[src/fccm_pkg.sv]
// Shared constants, codes and controller/datapath handshake types for the
// cluster chain manager. No dependencies.
package fccm_pkg;

  localparam int MAX_CLUSTERS = 1024;
  localparam int AW = $clog2(MAX_CLUSTERS);
  localparam int CW = AW + 1;

  localparam logic [CW-1:0] ENT_FREE = {1'b1, {AW{1'b0}}};
  localparam logic [CW-1:0] ENT_END  = {CW{1'b0}};
  localparam logic [10:0]   CNT_MAX  = 11'h7FF;
  localparam logic [10:0]   CC_RESET = 11'd1024;
  localparam logic [10:0]   CC_MIN   = 11'd2;
  localparam logic [10:0]   CC_MAX   = 11'(MAX_CLUSTERS);
  localparam logic [AW-1:0] IDX_LAST = AW'(MAX_CLUSTERS - 1);

  localparam logic [2:0] CMD_FORMAT  = 3'd0;
  localparam logic [2:0] CMD_ALLOC   = 3'd1;
  localparam logic [2:0] CMD_FREE    = 3'd2;
  localparam logic [2:0] CMD_READ    = 3'd3;
  localparam logic [2:0] CMD_RECOUNT = 3'd4;

  localparam logic [1:0] ST_OK      = 2'd0;
  localparam logic [1:0] ST_NOSPACE = 2'd1;
  localparam logic [1:0] ST_RANGE   = 2'd2;
  localparam logic [1:0] ST_LOOP    = 2'd3;

  typedef enum logic [3:0] {
    OP_NONE,
    OP_LOAD,
    OP_FMT,
    OP_SCAN,
    OP_RD_CL,
    OP_RD_CUR,
    OP_WR_PREV,
    OP_WR_NEW,
    OP_FREE_STEP,
    OP_LATCH,
    OP_EMIT
  } op_t;

  typedef struct packed {
    op_t        op;
    logic [1:0] status;
  } dp_cmd_t;

  typedef struct packed {
    logic [2:0] cmd;
    logic       link_en;
    logic       cl_zero;
    logic       cl_ge_n;
    logic       idx_last;
    logic       hit;
    logic       scan_done;
    logic       ent_free;
    logic       ent_end;
    logic       link_ge_n;
    logic       steps_ge_n;
    logic       freed_zero;
  } dp_status_t;

endpackage

[src/fccm_ctrl.sv]
// Controller state machine: sequences format, allocate, free chain, read
// and recount over the datapath. Depends on fccm_pkg.
module fccm_ctrl (
  input  logic                 clk,
  input  logic                 rst_n,
  input  logic                 start,
  output logic                 busy,
  output fccm_pkg::dp_cmd_t    dp_cmd,
  input  fccm_pkg::dp_status_t dp_st
);
  import fccm_pkg::*;

  typedef enum logic [3:0] {
    S_IDLE, S_DECIDE, S_FMT, S_ASCAN, S_APRD, S_APCHK, S_AWNEW,
    S_FRD, S_FCHK, S_RRD, S_RCHK, S_RSCAN, S_DONE
  } state_t;

  state_t     state_r, state_nxt;
  logic [1:0] status_r, status_nxt;

  always_comb begin
    state_nxt     = state_r;
    status_nxt    = status_r;
    dp_cmd.op     = OP_NONE;
    dp_cmd.status = status_r;
    case (state_r)
      S_IDLE: begin
        if (start) begin
          dp_cmd.op  = OP_LOAD;
          status_nxt = ST_OK;
          state_nxt  = S_DECIDE;
        end
      end
      S_DECIDE: begin
        case (dp_st.cmd)
          CMD_FORMAT: state_nxt = S_FMT;
          CMD_ALLOC: begin
            if (dp_st.link_en && dp_st.cl_ge_n) begin
              status_nxt = ST_RANGE;
              state_nxt  = S_DONE;
            end else begin
              state_nxt = S_ASCAN;
            end
          end
          CMD_FREE: begin
            if (dp_st.cl_zero || dp_st.cl_ge_n) begin
              status_nxt = ST_RANGE;
              state_nxt  = S_DONE;
            end else begin
              state_nxt = S_FRD;
            end
          end
          CMD_READ: begin
            if (dp_st.cl_ge_n) begin
              status_nxt = ST_RANGE;
              state_nxt  = S_DONE;
            end else begin
              state_nxt = S_RRD;
            end
          end
          CMD_RECOUNT: state_nxt = S_RSCAN;
          default:     state_nxt = S_DONE;
        endcase
      end
      S_FMT: begin
        dp_cmd.op = OP_FMT;
        if (dp_st.idx_last) state_nxt = S_DONE;
      end
      S_ASCAN: begin
        dp_cmd.op = OP_SCAN;
        if (dp_st.hit) begin
          state_nxt = dp_st.link_en ? S_APRD : S_AWNEW;
        end else if (dp_st.scan_done) begin
          status_nxt = ST_NOSPACE;
          state_nxt  = S_DONE;
        end
      end
      S_APRD: begin
        dp_cmd.op = OP_RD_CL;
        state_nxt = S_APCHK;
      end
      S_APCHK: begin
        dp_cmd.op = OP_WR_PREV;
        state_nxt = S_AWNEW;
      end
      S_AWNEW: begin
        dp_cmd.op = OP_WR_NEW;
        state_nxt = S_DONE;
      end
      S_FRD: begin
        if (dp_st.steps_ge_n) begin
          status_nxt = ST_LOOP;
          state_nxt  = S_DONE;
        end else begin
          dp_cmd.op = OP_RD_CUR;
          state_nxt = S_FCHK;
        end
      end
      S_FCHK: begin
        dp_cmd.op = OP_FREE_STEP;
        if (dp_st.ent_free) begin
          status_nxt = dp_st.freed_zero ? ST_OK : ST_LOOP;
          state_nxt  = S_DONE;
        end else if (dp_st.ent_end) begin
          state_nxt = S_DONE;
        end else if (dp_st.link_ge_n) begin
          status_nxt = ST_RANGE;
          state_nxt  = S_DONE;
        end else begin
          state_nxt = S_FRD;
        end
      end
      S_RRD: begin
        dp_cmd.op = OP_RD_CL;
        state_nxt = S_RCHK;
      end
      S_RCHK: begin
        dp_cmd.op = OP_LATCH;
        state_nxt = S_DONE;
      end
      S_RSCAN: begin
        dp_cmd.op = OP_SCAN;
        if (dp_st.scan_done) state_nxt = S_DONE;
      end
      S_DONE: begin
        dp_cmd.op = OP_EMIT;
        state_nxt = S_IDLE;
      end
      default: state_nxt = S_IDLE;
    endcase
  end

  always_ff @(posedge clk) begin
    if (!rst_n) begin
      state_r  <= S_IDLE;
      status_r <= ST_OK;
    end else begin
      state_r  <= state_nxt;
      status_r <= status_nxt;
    end
  end

  assign busy = state_r != S_IDLE;

endmodule

[config.mk]
export PLATFORM = sky130hd
export DESIGN_NAME = fccm_ctrl
export DESIGN_NICKNAME = d
export VERILOG_FILES = /design/src/fccm_pkg.sv /design/src/fccm_ctrl.sv
export SDC_FILE = /design/constraint.sdc
export NUM_CORES = 1
export LEC_CHECK = 0
export ABC_AREA = 1
export BUFFER_PORTS_ARGS = -buffer_cell sky130_fd_sc_hd__buf_2
export CAP_MARGIN = 20
export CORE_ASPECT_RATIO = 1.1
export CORE_UTILIZATION = 46
export DETAILED_ROUTE_END_ITERATION = 8
export PLACE_DENSITY = 0.73
export SYNTH_ARGS = -nofsm -noshare
export SYNTH_HDL_FRONTEND = slang
export SYNTH_SLANG_ARGS = --single-unit
export TNS_END_PERCENT = 10
[constraint.sdc]
create_clock -name clk -period 1.85 [get_ports clk]
set_input_delay 0.2775 -clock clk [delete_from_list [all_inputs] [get_ports clk]]
set_output_delay 0.2775 -clock clk [all_outputs]
set_load 0.005 [all_outputs]
* Word-level counts from Yosys, hierarchy flattened
Cells that the tools add are included.
W data, S select, Z words.
** Storage, ports and cells
- Memories :: 0
- Register bits :: 6
- Bits of input ports :: 17
- Bits in latches :: 0
- ROM bits :: 0
- Bits in writable memories :: 0
** Operators by class
- Divide/modulo/power cells :: 0
- Magnitude comparators :: 0
- Add/subtract/negate cells :: 0
- Shift operators :: 0
- Multiply operators :: 0
- Eq/ne operators :: 27
- Bitwise logic cells :: 0
- Mux-type cells :: 30
- Reductions and logical operators :: 11
** Operators by type and width (count)
- $pmux W4 S11 :: 1
- $pmux W4 S10 :: 1
- $mux W4 :: 9
- $mux W2 :: 12
- $eq A4 B4 Y1 const B :: 5
- $pmux W4 S5 :: 1
- $eq A4 B3 Y1 const B :: 4
- $ne A3 B3 Y1 const B :: 5
- $reduce_and A11 Y1 :: 1
- $ne A2 B2 Y1 const B :: 5
- $pmux W2 S5 :: 1
- $mux W3 :: 3
- $eq A4 B2 Y1 const B :: 2
- $eq A3 B2 Y1 const B :: 2
- $pmux W2 S3 :: 1
- $reduce_or A2 Y1 :: 3
- $reduce_bool A5 Y1 :: 1
- $eq A4 B1 Y1 const B :: 1
- $logic_not A4 Y1 :: 1
- $ne A4 B2 Y1 const B :: 1
- $reduce_bool A4 Y1 :: 1
- $eq A3 B1 Y1 const B :: 1
- $eq A3 B3 Y1 const B :: 1
- $logic_not A3 Y1 :: 1
- 4 further kinds :: 4

* Longest topological paths before layout
- Depth after elaboration :: 4
- Depth in mapped cells :: 10

* Worst setup path before layout
Ideal clock, no wire load.
- Path kind :: register -> register
- From :: register state_r[3]
- To :: register status_r[0]
- Cell stages (with the launch flop) :: 9
- Setup slack :: 658 ps
- Library setup time :: 115 ps
- Arrival :: 1077 ps
- Cell sequence :: dfxtp_1 > nor2_2 > inv_2 > nor2_4 > nand2_2 > nand2_2 > nor2_4 > a21oi_1 > nor2_1
** Between the ends
- Cells in the longest elaborated chain, start to end :: 3
- Elaborated cells between the ends (all ways) :: 18
- Those cells by class :: eq/ne: 14; mux: 1; reduce/logical: 3
** Ends and longest elaborated chain
- start, declared :: line fccm_ctrl.sv:18 : state_t state_r, state_nxt;
- start signal, assigned :: line fccm_ctrl.sv:138 : state_r <= state_nxt;
- $eq A4 B1 Y1 (tied with other cells) :: line fccm_ctrl.sv:26 : case (state_r)
- $ne A4 B2 Y1 (no line) (tied with other cells)
- $reduce_and A11 Y1 (no line)
- end signal, assigned :: line fccm_ctrl.sv:139 : status_r <= status_nxt;
- end, declared :: line fccm_ctrl.sv:19 : logic [1:0] status_r, status_nxt;
Parallel ways exist; a longest one is shown, timed or not.
A chain may end at the register's enable or synchronous reset.

==> reports/qor.yml <==
logic_synthesis:
  yosysWarnings: 0
  synth_cell_type_count: 19
  synth_cells: 144
  avgSynthCellArea_um2: 5.422
  ys_seq_elements: 6
  syn-num-nets: 161
  syn-cell-area_um2: 780.7
  synth-seq-area-share_pct: 15.38
clocking:
  clkSlewWorstSetupHoldPaths_ps: 40
  cts.repair.resized: 0
  cts_setup_buffers: 0
  htreeDepth: 1
  cts_hold_buf: 0
  cts_buffers: 3
  clock_latency_ps: 250
  ctsLongestPathBuffers: 2
  cts_tree: "built"
  cts_root_buf: "clkbuf_4"
  cts_sinks: 6
status:
  status: "completed"
global_routing:
  grt_pass1_vias: 819
  antenna_found_initial: 0
  grt_max_degree: 8
  grt-ovfl-total: 0
  grt_usage_pct: 26.74
  grt_pass1_wl_mm: 3.374
drt:
  vias_per_cell: 5.267
  ant_nets: 0
  drc: 0
  routed_wl_mm: 2.119
  drt_first_iter_violations: 37
  dr.pass1.iters: 4
  wire_per_inst_um: 11.33
  num_vias: 985
power_and_ir_drop:
  p_seq_share_pct: 19.2
  vdd_drop_max_mv: 0.6497
  clkPwrFrac_pct: 9.3
  p_sw_w: 0.0007214
  p_total_w: 0.001353
  p_leak_nw: 0.5459
  switching_share_pct: 53.31
  comb_power_share_pct: 71.5
  cellPowerDensity_nw_per_um2: 1440
  intPower_w: 0.0006318
place:
  dp_cells: 184
  gp_congestion: 0.8977
  dp_hpwl_mm: 1.764
  place_ws_ps: 428.3
  port_buffers: 23
timing:
  slew_violations: 0
  worst_slew_pin_slew_ps: 301.3
  fin_tns_setup_ps: 0
  fmax_ghz: 0.5894
  setup_slack_ps: 153.3
  fin_crit_ps: 1697
  hold_violations: 0
  max_slew_margin_pct: 79.88
  min_period_over_period_pct: 91.72
  setup_viol: 0
  rsz0062_at_grt: "false"
  skew_ps: 1.268
final_layout:
  diodes: 0
  drive_gt1_share_pct: 26.47
  final_cell_mix: "33 x nand2_1, 23 x buf_2, 22 x inv_1, 20 x nor2_1, 16 x nand3_1"
  area_delta_synth_final_pct: 20.35
  final_common_cell: "nand2_1"
  fillers: 176
  fin_cells: 187
  nets: 189
die:
  die_y_um: 45.21
  core_um2: 1577
  start_util_pct: 49.52
  die_w_um: 41.28
  die-area_um2: 1866
  io_pins: 24
  row_count: 15
setup_path:
  crit_arrival_ps: 1420
  cp_max_fo: 7
  crit_start: "state_r[3]"
  ff2ff_path_depth: 9
  critical_path_class: "reg -> out"
  crit_required_ps: 1570
  cp-end-kind: "output pin"
  startpoint_type: "flop"
  timing.rr.start: "state_r[3]"
worst_hold_path:
  min_from: "rst_n"
  hold_path_class: "in -> reg"
  whs_path_depth: 3
flow_run:
  drv_cap: 0
## worst max-delay path, cell delays in order, from the launching register on
cell and delay (ps):
dfxtp_1 390, inv_2 160, nand2_2 100, nor2_2 160
nand2_2 110, o2111ai_1 110, buf_2 140
## path summary, 6_finish.rpt
check	end	slack, ps
worst max-delay path	dp_cmd[2]	150
worst min-delay path	state_r[1]	270
worst min register to register	status_r[0]	470
worst max register to register	status_r[1]	440
## synth_stat cells
master / count / area (um2)
nand2_1: 33 / 123.9
inv_1: 22 / 82.58
nor2_1: 20 / 75.07
nand3_1: 16 / 80.08
o21ai_0: 11 / 55.05
a21oi_1: 8 / 40.04
nand2_2: 7 / 43.79
dfxtp_1: 6 / 120.1
nor2_2: 4 / 25.02
nor2_4: 3 / 33.78
o2111ai_1: 3 / 26.28
inv_2: 2 / 7.510
nand3_2: 2 / 20.02
nor3_1: 2 / 10.01
a31oi_1: 1 / 6.260
nand2_4: 1 / 11.26
nand4_1: 1 / 6.260
o211ai_1: 1 / 7.510
o22ai_1: 1 / 6.260
## through the flow
step                      utilization (%)  hold WS [ps]  cell area, um2
final                               59.60         272.8           939.7
after global routing                59.60         306.3           939.7
after CTS                           59.60         271.2           939.7
after detailed placement            58.17         467.6           917.1
after global placement              58.17         461.8           917.1
after floorplan                         -         375.1           780.7
## final cells by class
cell class	count	area [um2]	share of cell area (%)
clock buffers	3	22.52	2.397
inverters	24	90.09	9.587
multi-input cells	114	570.5	60.72
flip-flops and latches	6	120.1	12.78
well taps	17	21.27	2.264
repair buffers	23	115.1	12.25
## kinds of logic (layout without fill, tap and decap cells)
group | Yosys count | count (layout) | share of synthesized area, %
simple gates | 89 | 89 | 54.97
compound gates | 25 | 25 | 18.11
buf+inv | 24 | 50 | 11.54
flops | 6 | 6 | 15.39
## flip-flops by register name, indices dropped and copies added, names as in the netlist
signal    count
state_r       4
status_r      2
## metal layers
layer	vias up	wire (um)	track usage, %
li1	519	-	-
met1	418	901	31.21
met2	40	1046	42.81
met3	8	109	6.897
met4	0	61	14.84
met5	-	0	0
## power groups by stage
stage                     Sequential (W)  Clock, W  Combinational [W]
after floorplan                 0.000244         0           0.000735
after global placement          0.000255         0           0.000961
after detailed placement        0.000259         0           0.000965
after CTS                       0.000256  0.000131           0.000970
after global routing            0.000262  0.000140            0.00109
final                           0.000260  0.000125           0.000968
Power figures use the tool's default switching activity.
